$ cat config.mk
export PLATFORM = sky130hd
export DESIGN_NAME = adc_scan_moving_average
export DESIGN_NICKNAME = d
export VERILOG_FILES = /design/src/design/asma_pkg.sv /design/src/design/asma_fifo.sv /design/src/design/asma_front.sv /design/src/design/asma_back.sv /design/src/design/adc_scan_moving_average.sv
export SDC_FILE = /design/constraint.sdc
export NUM_CORES = 1
export LEC_CHECK = 0
export ABC_AREA = 1
export BUFFER_PORTS_ARGS = -buffer_cell sky130_fd_sc_hd__clkbuf_2
export CAP_MARGIN = 25
export CORE_MARGIN = 2
export CORE_UTILIZATION = 35
export CTS_CLUSTER_DIAMETER = 80
export DETAILED_ROUTE_END_ITERATION = 12
export GPL_ROUTABILITY_DRIVEN = 1
export GPL_TIMING_DRIVEN = 0
export PLACE_DENSITY_LB_ADDON = 0.12
export SLEW_MARGIN = 40
export SYNTH_ARGS = -nofsm -noshare
export SYNTH_HDL_FRONTEND = slang
export SYNTH_SLANG_ARGS = --single-unit
$ cat constraint.sdc
create_clock -name clk -period 9.42 [get_ports clk]
set_input_delay 0.942 -clock clk [delete_from_list [all_inputs] [get_ports clk]]
set_output_delay 0.942 -clock clk [all_outputs]
set_load 0.02 [all_outputs]
$ cat src/design/asma_pkg.sv
// asma_pkg: command codes, field widths and the word types passed between
// the scan front end, the queues and the window engine. No dependencies.
`default_nettype none
package asma_pkg;

	localparam int CHAN_W   = 3;
	localparam int SAMPLE_W = 12;
	localparam int MASK_W   = 8;
	localparam int APB_W    = 32;
	localparam int ADDR_W   = 3;

	localparam logic REG_MASK = 1'b0;

	typedef enum logic [1:0] {
		CMD_START = 2'd0,
		CMD_CONV  = 2'd1,
		CMD_READ  = 2'd2
	} cmd_t;

	typedef struct packed {
		cmd_t                cmd;
		logic [CHAN_W-1:0]   chan;
		logic [CHAN_W-1:0]   nxt;
		logic [SAMPLE_W-1:0] sample;
		logic [CHAN_W-1:0]   rch;
		logic                rd_en;
	} job_t;

	typedef struct packed {
		logic                start;
		logic [CHAN_W-1:0]   nxt;
		logic [SAMPLE_W-1:0] value;
		logic [CHAN_W-1:0]   vch;
	} res_t;

endpackage
`default_nettype wire

$ cat src/design/asma_fifo.sv
// asma_fifo: two-entry queue for one word of WIDTH bits.
// Stand-alone; used for the job queue and the result queue.
`default_nettype none
module asma_fifo #(
	parameter int WIDTH
) (
	input  logic             clk,
	input  logic             arst_n,
	input  logic             push,
	input  logic [WIDTH-1:0] wdata,
	output logic             full,
	input  logic             pop,
	output logic [WIDTH-1:0] rdata,
	output logic             empty
);

	localparam int DEPTH = 2;

	logic [WIDTH-1:0] buf_q [DEPTH];
	logic             wr_q;
	logic             rd_q;
	logic [1:0]       cnt_q;
	logic             do_push;
	logic             do_pop;

	assign full    = (cnt_q == 2'(DEPTH));
	assign empty   = (cnt_q == 2'd0);
	assign do_push = push && !full;
	assign do_pop  = pop && !empty;
	assign rdata   = buf_q[rd_q];

	always_ff @(posedge clk or negedge arst_n) begin
		if (!arst_n) begin
			wr_q  <= 1'b0;
			rd_q  <= 1'b0;
			cnt_q <= 2'd0;
		end else begin
			if (do_push)
				wr_q <= !wr_q;
			if (do_pop)
				rd_q <= !rd_q;
			cnt_q <= 2'(cnt_q + {1'b0, do_push} - {1'b0, do_pop});
		end
	end

	always_ff @(posedge clk) begin
		if (do_push)
			buf_q[wr_q] <= wdata;
	end

endmodule
`default_nettype wire

$ cat src/design/asma_front.sv
// asma_front: enable register on the APB port, scan pointer and
// next-channel search; turns each accepted word into a job. Uses asma_pkg.
`default_nettype none
module asma_front #(
	parameter int NUM_CHANNELS,
	parameter int SAMPLE_BITS
) (
	input  logic                                clk,
	input  logic                                arst_n,
	input  logic                                psel,
	input  logic                                penable,
	input  logic                                pwrite,
	input  logic [asma_pkg::ADDR_W-1:0]         paddr,
	input  logic [asma_pkg::APB_W-1:0]          pwdata,
	output logic [asma_pkg::APB_W-1:0]          prdata,
	input  logic                                accept,
	input  logic [1:0]                          command,
	input  logic [asma_pkg::SAMPLE_W-1:0]       sample,
	input  logic [asma_pkg::CHAN_W-1:0]         read_channel,
	output asma_pkg::job_t                      job
);

	localparam int CW  = asma_pkg::CHAN_W;
	localparam int NCH = (NUM_CHANNELS < asma_pkg::MASK_W) ? NUM_CHANNELS : asma_pkg::MASK_W;
	localparam int SB  = (SAMPLE_BITS < asma_pkg::SAMPLE_W) ? SAMPLE_BITS : asma_pkg::SAMPLE_W;

	logic [asma_pkg::MASK_W-1:0] mask_q;
	logic [CW-1:0]               cur_q;
	logic [CW-1:0]               cur_d;
	logic [NCH-1:0]              en;
	logic                        reg_idx;
	logic                        wr;
	logic                        rd_ok;

	function automatic logic [CW-1:0] search_from(input logic [NCH-1:0] ena,
			input logic [CW:0] first);
		logic [CW-1:0] hit;
		hit = '0;
		for (int i = NCH - 1; i >= 0; i--)
			if (ena[i])
				hit = CW'(i);
		for (int i = NCH - 1; i >= 0; i--)
			if (ena[i] && ((CW + 1)'(i) >= first))
				hit = CW'(i);
		return hit;
	endfunction

	assign en      = mask_q[NCH-1:0];
	assign reg_idx = paddr[asma_pkg::ADDR_W-1];
	assign wr      = psel && penable && pwrite;
	assign prdata  = (reg_idx == asma_pkg::REG_MASK) ? asma_pkg::APB_W'(mask_q) : '0;
	assign rd_ok   = ({1'b0, read_channel} < (CW + 1)'(NCH)) && mask_q[read_channel];

	always_comb begin
		job   = '0;
		cur_d = cur_q;
		job.cmd = asma_pkg::CMD_READ;
		case (asma_pkg::cmd_t'(command))
			asma_pkg::CMD_START: begin
				cur_d   = search_from(en, '0);
				job.cmd = asma_pkg::CMD_START;
				job.nxt = cur_d;
			end
			asma_pkg::CMD_CONV: begin
				cur_d      = search_from(en, {1'b0, cur_q} + (CW + 1)'(1));
				job.cmd    = asma_pkg::CMD_CONV;
				job.chan   = cur_q;
				job.nxt    = cur_d;
				job.sample = asma_pkg::SAMPLE_W'(sample[SB-1:0]);
			end
			asma_pkg::CMD_READ: begin
				job.nxt   = cur_q;
				job.rch   = read_channel;
				job.rd_en = rd_ok;
			end
			default: begin
				// unused code: a disabled read of channel 0 gives an all-zero word
				job.cmd = asma_pkg::CMD_READ;
			end
		endcase
	end

	always_ff @(posedge clk or negedge arst_n) begin
		if (!arst_n) begin
			mask_q <= '0;
			cur_q  <= '0;
		end else begin
			if (wr && (reg_idx == asma_pkg::REG_MASK))
				mask_q <= pwdata[asma_pkg::MASK_W-1:0];
			if (accept)
				cur_q <= cur_d;
		end
	end

endmodule
`default_nettype wire

$ cat src/design/asma_back.sv
// asma_back: per-channel ring windows, running sums and stored means.
// Window read, sum update, then mean by reciprocal multiply. Uses asma_pkg.
`default_nettype none
module asma_back #(
	parameter int NUM_CHANNELS,
	parameter int WINDOW,
	parameter int SAMPLE_BITS
) (
	input  logic           clk,
	input  logic           arst_n,
	input  logic           job_valid,
	input  asma_pkg::job_t job,
	output logic           job_pop,
	input  logic           res_full,
	output logic           res_push,
	output asma_pkg::res_t res
);

	localparam int NCH    = (NUM_CHANNELS < asma_pkg::MASK_W) ? NUM_CHANNELS : asma_pkg::MASK_W;
	localparam int CIW    = (NCH > 1) ? $clog2(NCH) : 1;
	localparam int PW     = (WINDOW > 1) ? $clog2(WINDOW) : 1;
	localparam int LOG_W  = $clog2(WINDOW);
	localparam int SB     = (SAMPLE_BITS < asma_pkg::SAMPLE_W) ? SAMPLE_BITS : asma_pkg::SAMPLE_W;
	localparam int SUM_W  = SB + LOG_W;
	localparam int SHIFT  = SUM_W + LOG_W;
	localparam int MUL_W  = SUM_W + 1;
	localparam int PROD_W = SUM_W + MUL_W;
	localparam logic [MUL_W-1:0] RECIP =
		MUL_W'(((64'd1 << SHIFT) / 64'(WINDOW)) + 64'd1);
	localparam logic [PW-1:0] LAST = PW'(WINDOW - 1);

	logic [PW-1:0]    ptr_q [NCH];
	logic [NCH-1:0]   wrap_q;
	logic [SUM_W-1:0] sum_q [NCH];
	logic [SB-1:0]    avg_q [NCH];
	logic [SB-1:0]    win_mem_q [NCH][WINDOW];

	asma_pkg::job_t   job_s1;
	asma_pkg::job_t   job_s2;
	logic             v_s1;
	logic             v_s2;
	logic [PW-1:0]    ptr_s1;
	logic             wrap_s1;
	logic [SB-1:0]    rd_s1;
	logic             fwd_s1;
	logic [SB-1:0]    fwd_data_s1;
	logic [SUM_W-1:0] sum_s2;

	logic             issue;
	logic             s1_done;
	logic             s2_done;
	logic             s1_ready;
	logic             s2_ready;
	logic             conv_in;
	logic             conv_s1;
	logic             conv_s2;
	logic [CIW-1:0]   jc;
	logic [PW-1:0]    jp;
	logic [CIW-1:0]   c_s1;
	logic [CIW-1:0]   c_s2;
	logic [CIW-1:0]   r_s2;
	logic [SB-1:0]    smp_s1;
	logic [SB-1:0]    old_s1;
	logic [SUM_W-1:0] sum_new_s1;
	logic [PROD_W-1:0] prod_s2;
	logic [SB-1:0]    mean_s2;

	assign s2_ready = !v_s2 || !res_full;
	assign s1_ready = !v_s1 || s2_ready;
	assign issue    = job_valid && s1_ready;
	assign s1_done  = v_s1 && s2_ready;
	assign s2_done  = v_s2 && !res_full;
	assign job_pop  = issue;
	assign res_push = s2_done;

	assign conv_in = (job.cmd == asma_pkg::CMD_CONV);
	assign conv_s1 = (job_s1.cmd == asma_pkg::CMD_CONV);
	assign conv_s2 = (job_s2.cmd == asma_pkg::CMD_CONV);
	assign jc      = job.chan[CIW-1:0];
	assign jp      = ptr_q[jc];
	assign c_s1    = job_s1.chan[CIW-1:0];
	assign c_s2    = job_s2.chan[CIW-1:0];
	assign r_s2    = job_s2.rch[CIW-1:0];
	assign smp_s1  = job_s1.sample[SB-1:0];

	always_comb begin
		old_s1     = fwd_s1 ? fwd_data_s1 : (wrap_s1 ? rd_s1 : '0);
		sum_new_s1 = sum_q[c_s1] - SUM_W'(old_s1) + SUM_W'(smp_s1);
		prod_s2    = PROD_W'(sum_s2) * PROD_W'(RECIP);
		mean_s2    = prod_s2[SHIFT +: SB];
	end

	always_comb begin
		res = '0;
		case (job_s2.cmd)
			asma_pkg::CMD_START: begin
				res.start = 1'b1;
				res.nxt   = job_s2.nxt;
			end
			asma_pkg::CMD_CONV: begin
				res.start = 1'b1;
				res.nxt   = job_s2.nxt;
				res.value = asma_pkg::SAMPLE_W'(mean_s2);
				res.vch   = job_s2.chan;
			end
			asma_pkg::CMD_READ: begin
				res.nxt = job_s2.nxt;
				res.vch = job_s2.rch;
				if (job_s2.rd_en)
					res.value = asma_pkg::SAMPLE_W'(avg_q[r_s2]);
			end
			default: res = '0;
		endcase
	end

	always_ff @(posedge clk or negedge arst_n) begin
		if (!arst_n) begin
			v_s1   <= 1'b0;
			v_s2   <= 1'b0;
			wrap_q <= '0;
			for (int i = 0; i < NCH; i++) begin
				ptr_q[i] <= '0;
				sum_q[i] <= '0;
				avg_q[i] <= '0;
			end
		end else begin
			if (issue)
				v_s1 <= 1'b1;
			else if (s1_done)
				v_s1 <= 1'b0;
			if (s1_done)
				v_s2 <= 1'b1;
			else if (s2_done)
				v_s2 <= 1'b0;
			if (issue && conv_in) begin
				if (jp == LAST) begin
					ptr_q[jc]  <= '0;
					wrap_q[jc] <= 1'b1;
				end else begin
					ptr_q[jc] <= PW'(jp + PW'(1));
				end
			end
			if (s1_done && conv_s1)
				sum_q[c_s1] <= sum_new_s1;
			if (s2_done && conv_s2)
				avg_q[c_s2] <= mean_s2;
		end
	end

	always_ff @(posedge clk) begin
		if (issue)
			rd_s1 <= win_mem_q[jc][jp];
		if (s1_done && conv_s1)
			win_mem_q[c_s1][ptr_s1] <= smp_s1;
	end

	// bypass the word being written back in the same cycle as the read
	always_ff @(posedge clk) begin
		if (issue) begin
			job_s1      <= job;
			ptr_s1      <= jp;
			wrap_s1     <= wrap_q[jc];
			fwd_s1      <= s1_done && conv_s1 && (c_s1 == jc) && (ptr_s1 == jp);
			fwd_data_s1 <= smp_s1;
		end
		if (s1_done) begin
			job_s2 <= job_s1;
			sum_s2 <= sum_new_s1;
		end
	end

endmodule
`default_nettype wire

$ cat src/design/adc_scan_moving_average.sv
// Round-robin converter scan with a moving average per channel. One command
// word is taken per clock while the job queue is not full, and one result
// word per command comes out, in order, through a two-entry job queue, the
// window memory's registered read, the running-sum update, the reciprocal
// multiply for the mean, then a two-entry result queue. The window
// memory has one read and one write port; the sum update and the multiply are
// each a stage of their own. Windows need no clearing pass after reset: a
// per-channel wrap flag makes unwritten entries read as zero.
`default_nettype none
module adc_scan_moving_average #(
	parameter int NUM_CHANNELS = 8,
	parameter int WINDOW       = 8,
	parameter int SAMPLE_BITS  = 12
) (
	input  logic                          clk,
	input  logic                          arst_n,
	input  logic                          psel,
	input  logic                          penable,
	input  logic                          pwrite,
	input  logic [asma_pkg::ADDR_W-1:0]   paddr,
	input  logic [asma_pkg::APB_W-1:0]    pwdata,
	output logic [asma_pkg::APB_W-1:0]    prdata,
	output logic                          pready,
	input  logic                          push,
	output logic                          full,
	input  logic [1:0]                    command,
	input  logic [asma_pkg::SAMPLE_W-1:0] sample,
	input  logic [asma_pkg::CHAN_W-1:0]   read_channel,
	output logic                          empty,
	input  logic                          pop,
	output logic                          start_issued,
	output logic [asma_pkg::CHAN_W-1:0]   next_channel,
	output logic [asma_pkg::SAMPLE_W-1:0] averaged_value,
	output logic [asma_pkg::CHAN_W-1:0]   value_channel
);

	asma_pkg::job_t front_job;
	asma_pkg::job_t back_job;
	asma_pkg::res_t back_res;
	asma_pkg::res_t out_res;
	logic           accept;
	logic           job_empty;
	logic           job_pop;
	logic           res_full;
	logic           res_push;

	assign pready = 1'b1;
	assign accept = push && !full;

	assign start_issued   = out_res.start;
	assign next_channel   = out_res.nxt;
	assign averaged_value = out_res.value;
	assign value_channel  = out_res.vch;

	asma_front #(
		.NUM_CHANNELS(NUM_CHANNELS),
		.SAMPLE_BITS (SAMPLE_BITS)
	) u_front (
		.clk         (clk),
		.arst_n      (arst_n),
		.psel        (psel),
		.penable     (penable),
		.pwrite      (pwrite),
		.paddr       (paddr),
		.pwdata      (pwdata),
		.prdata      (prdata),
		.accept      (accept),
		.command     (command),
		.sample      (sample),
		.read_channel(read_channel),
		.job         (front_job)
	);

	asma_fifo #(
		.WIDTH($bits(asma_pkg::job_t))
	) u_job_q (
		.clk   (clk),
		.arst_n(arst_n),
		.push  (accept),
		.wdata (front_job),
		.full  (full),
		.pop   (job_pop),
		.rdata (back_job),
		.empty (job_empty)
	);

	asma_back #(
		.NUM_CHANNELS(NUM_CHANNELS),
		.WINDOW      (WINDOW),
		.SAMPLE_BITS (SAMPLE_BITS)
	) u_back (
		.clk      (clk),
		.arst_n   (arst_n),
		.job_valid(!job_empty),
		.job      (back_job),
		.job_pop  (job_pop),
		.res_full (res_full),
		.res_push (res_push),
		.res      (back_res)
	);

	asma_fifo #(
		.WIDTH($bits(asma_pkg::res_t))
	) u_res_q (
		.clk   (clk),
		.arst_n(arst_n),
		.push  (res_push),
		.wdata (back_res),
		.full  (res_full),
		.pop   (pop),
		.rdata (out_res),
		.empty (empty)
	);

endmodule
`default_nettype wire

==> results.yml <==
detailed_routing:
  wire_per_inst_um: 24.5
  ant_nets: 0
  first_pass_iters: 6
  vias: 33839
  drt-total-wl_um: 165000
  drtIter0Drc: 3106
  viasPerCell: 5.04
  drc_errors: 0
critical_path:
  crit_fanout: 10
  rr_worst_depth: 18
  r2r_end: "u_back.sum_s2[10]"
  critical_path_required_ns: 9.94
  crit_path_start_kind: "register"
  worstPathCellList: "buf_2 > nor3_1 > buf_2 > inv_1 > clkbuf_2 > o22ai_1 > a21oi_1 > o2111ai_1 > inv_1 > fa_1 > fa_1 > o21ai_0 > a21oi_1 > inv_1 > a21oi_1 > o21ai_0 > nand2_1 > and2_1"
  r2r-start: "u_back.c_s1[1]"
  critical_path.max_stage_delay_ns: 0.51
  crit_path_end_kind: "register"
  critical_path_class: "reg2reg"
  worstPathArrival_ns: 6.04
  reg2reg_setup_slack_ns: 3.89
  slowest_stage: "fa_1"
timing:
  worst-slew-pin-transition_ns: 0.943
  worst_slack_ns: 3.89
  maxClockFrequency_ghz: 0.181
  fin_crit_sh: 0.587
  setup_tns_ns: 0
  hold_violations: 0
  fin_crit_ns: 5.53
  slew_viol_final: 0
  slew_headroom: 0.371
  grt_setup_unrepaired: "no"
  skew_ns: 0.0269
  setup_viol_count_final: 0
pwr:
  p_per_area_nw_per_um2: 399
  combPwrFrac: 0.440
  switching_share: 0.446
  ir_drop_v: 0.000302
  power.internal_mw: 12.8
  netSwitchingPower_mw: 10.3
  finalPower_mw: 23.2
  seqPwrFrac: 0.336
  p_leak_nw: 22.6
  p_clk_frac: 0.224
logic_synthesis:
  netlist.area_leader.share: 0.563
  synthFlopType: "edfxtp_1"
  yosysTopAreaCell: "edfxtp_1"
  post-synth-top-count-cell: "nand2_1"
  syn-mean-instance-area_sq_um: 11.2
  synth_commonest_cells: "1392 x nand2_1, 931 x edfxtp_1, 294 x o21ai_0"
  async_reset_ff_frac: 0.224
  seq_area_frac_synth: 0.698
  synth_edf_count: 931
  yosys_warnings: 0
  syn_inst: 4429
  synthTopCellsByArea: "edfxtp_1 56%, dfrtp_1 14%, nand2_1 11%"
  ys_ff_latch: 1200
  syn_area_sq_um: 49700
  synth_cell_types: 51
clocking:
  tritoncts: "done"
  cts.sinks: 1200
  htreeDepth: 4
  cts.path.max_buffers: 3
  cts_resized: 0
  post_cts_buffers: 0
  path_clk_slew_ns: 0.06
  cts_root_buf: "clkbuf_16"
  cts_made_buffers: 135
  hold_buffers: 0
  clkLatencyLatePin_ns: 0.78
grt:
  grt-ovfl-total: 0
  grt_max_degree: 63
  antenna_found_initial: 3
  grt_pass1_vias: 33066
  grt_usage: 0.226
  grt_pass1_wl_um: 236000
die:
  dieArea_sq_um: 145000
  std_cell_rows: 138
  initial_core_util: 0.352
  fp.dieW_um: 381
  die_height_um: 381
  placeableCoreArea_sq_um: 141000
  ios: 113
status:
  status: "complete, no violations"
final_layout:
  area_growth_pct: 17.0
  fillCellCount: 13687
  nets: 4819
  num_antenna_cells: 0
  drive_gt1_frac: 0.119
place:
  place_congestion: 0.981
  post-dp-hpwl_um: 115000
  numPortBuffers: 60
  preCtsSetupSlack_ns: 3.93
hold_path:
  hold_class: "in2async"
job:
  cap_violations: 0
==> through the flow <==
step                       util  cells  instance area [sq um]  hold slack, ns
final                     0.412   6713                  58100           0.150
after CTS                 0.411   6713                  58100           0.112
after floorplan               -   4452                  49700           0.400
after global placement    0.371   6402                  52400           0.402
after global routing      0.412   6713                  58100           0.153
after detailed placement  0.381   6471                  53800           0.405
==> state kept, by name, indices dropped and copies added, names as in the netlist, 6 cells and up <==
name,count
u_back.win_mem_q,768
u_back.sum_q,120
u_back.avg_q,96
u_job_q.buf_q,48
u_res_q.buf_q,38
u_back.ptr_q,24
u_back.fwd_data_s1,12
u_back.rd_s1,12
u_back.smp_s1,12
u_back.sum_s2,12
u_back.job_s1,9
u_back.wrap_q,8
u_front.en,8
u_back.job_s2,6
==> routing by layer <==
metal | share of wire | routed length [um] | global-route usage | vias to the layer above
met5 | 0 | 0 | 0 | -
met4 | 0.046 | 7560 | 0.102 | 0
met3 | 0.061 | 10100 | 0.0425 | 307
met2 | 0.47 | 77900 | 0.369 | 1042
met1 | 0.42 | 69100 | 0.292 | 16765
li1 | - | - | - | 15725
==> how the worst max path moves through the flow <==
stage | from | to | slack, ns
detailed placement | u_back.c_s1[1] | u_back.sum_s2[10] | 3.93
global route | u_back.c_s1[2] | u_back.sum_q[118] | 3.55
CTS | u_back.c_s1[1] | u_back.sum_s2[10] | 3.91
floorplan | u_back.c_s1[0] | u_back.sum_s2[10] | 5.58
global placement | arst_n | u_back.sum_q[105] | 1.09
finish | u_back.c_s1[1] | u_back.sum_s2[10] | 3.89
==> critical path: cells and delay by family, from the launching register on <==
family                     cells  cell delay (ns)
AOI/OAI and AO/OA              7             1.48
buffers and inverters          6             1.40
adders and majority gates      2             1.01
and+or+nand+nor                3             0.97
DFF                            1             0.42
==> final cells by class <==
class / instances / area, sq um / share of cell area
Buffer: 228 / 1190 / 0.0205
Sequential cell: 1200 / 34700 / 0.597
Tap cell: 1890 / 2360 / 0.0407
Clock buffer: 188 / 3710 / 0.0639
Timing Repair Buffer: 129 / 1240 / 0.0213
Clock inverter: 54 / 573 / 0.00986
Multi-Input combinational cell: 2714 / 13200 / 0.227
Inverter: 310 / 1170 / 0.0201
==> power by group through the flow <==
stage	Combinational, mW	Clock, mW	Sequential, mW
finish	10.2	5.20	7.79
CTS	10.2	5.29	7.79
global placement	8.99	0	8.57
floorplan	5.06	0	7.95
global route	11.0	5.49	7.88
detailed placement	10.2	0	7.89
==> cell usage in the layout, fill, tap and decap left out, types with 6 or more instances in the layout <==
master / count
nand3b_1: 26
ha_1: 30
clkbuf_16: 140
buf_8: 21
clkinv_1: 22
buf_2: 71
edfxtp_1: 931
o211ai_1: 22
dfrtp_1: 269
o21ai_0: 292
o2111ai_1: 7
clkinv_2: 14
nand4_1: 83
nand2_2: 6
or2_2: 9
conb_1: 25
clkbuf_1: 131
o21ai_1: 13
fa_1: 12
inv_6: 7
nor3_1: 11
nor2_2: 24
o22ai_1: 12
buf_4: 46
inv_1: 285
nor2_4: 48
xor2_1: 6
bufinv_16: 10
nand3_1: 121
xor2_2: 6
nor2_1: 179
o21bai_1: 6
and2_1: 10
a21oi_1: 235
buf_6: 50
inv_2: 17
clkbuf_2: 74
a221oi_1: 12
a22oi_1: 92
nand2_1: 1391
==> kinds of logic (layout without fill, tap and decap cells) <==
logic type	Yosys count	count (layout)	share of synthesized area
AND/OR/NAND/NOR	1925	1925	0.159
adder cells (fa/ha/maj)	42	42	0.0124
other	2	25	0.000151
XOR/XNOR	16	16	0.00282
AO/OA/AOI/OAI	706	706	0.0799
buffers and inverters	538	909	0.0471
flip-flops	1200	1200	0.698
Power figures use the tool's default switching activity.
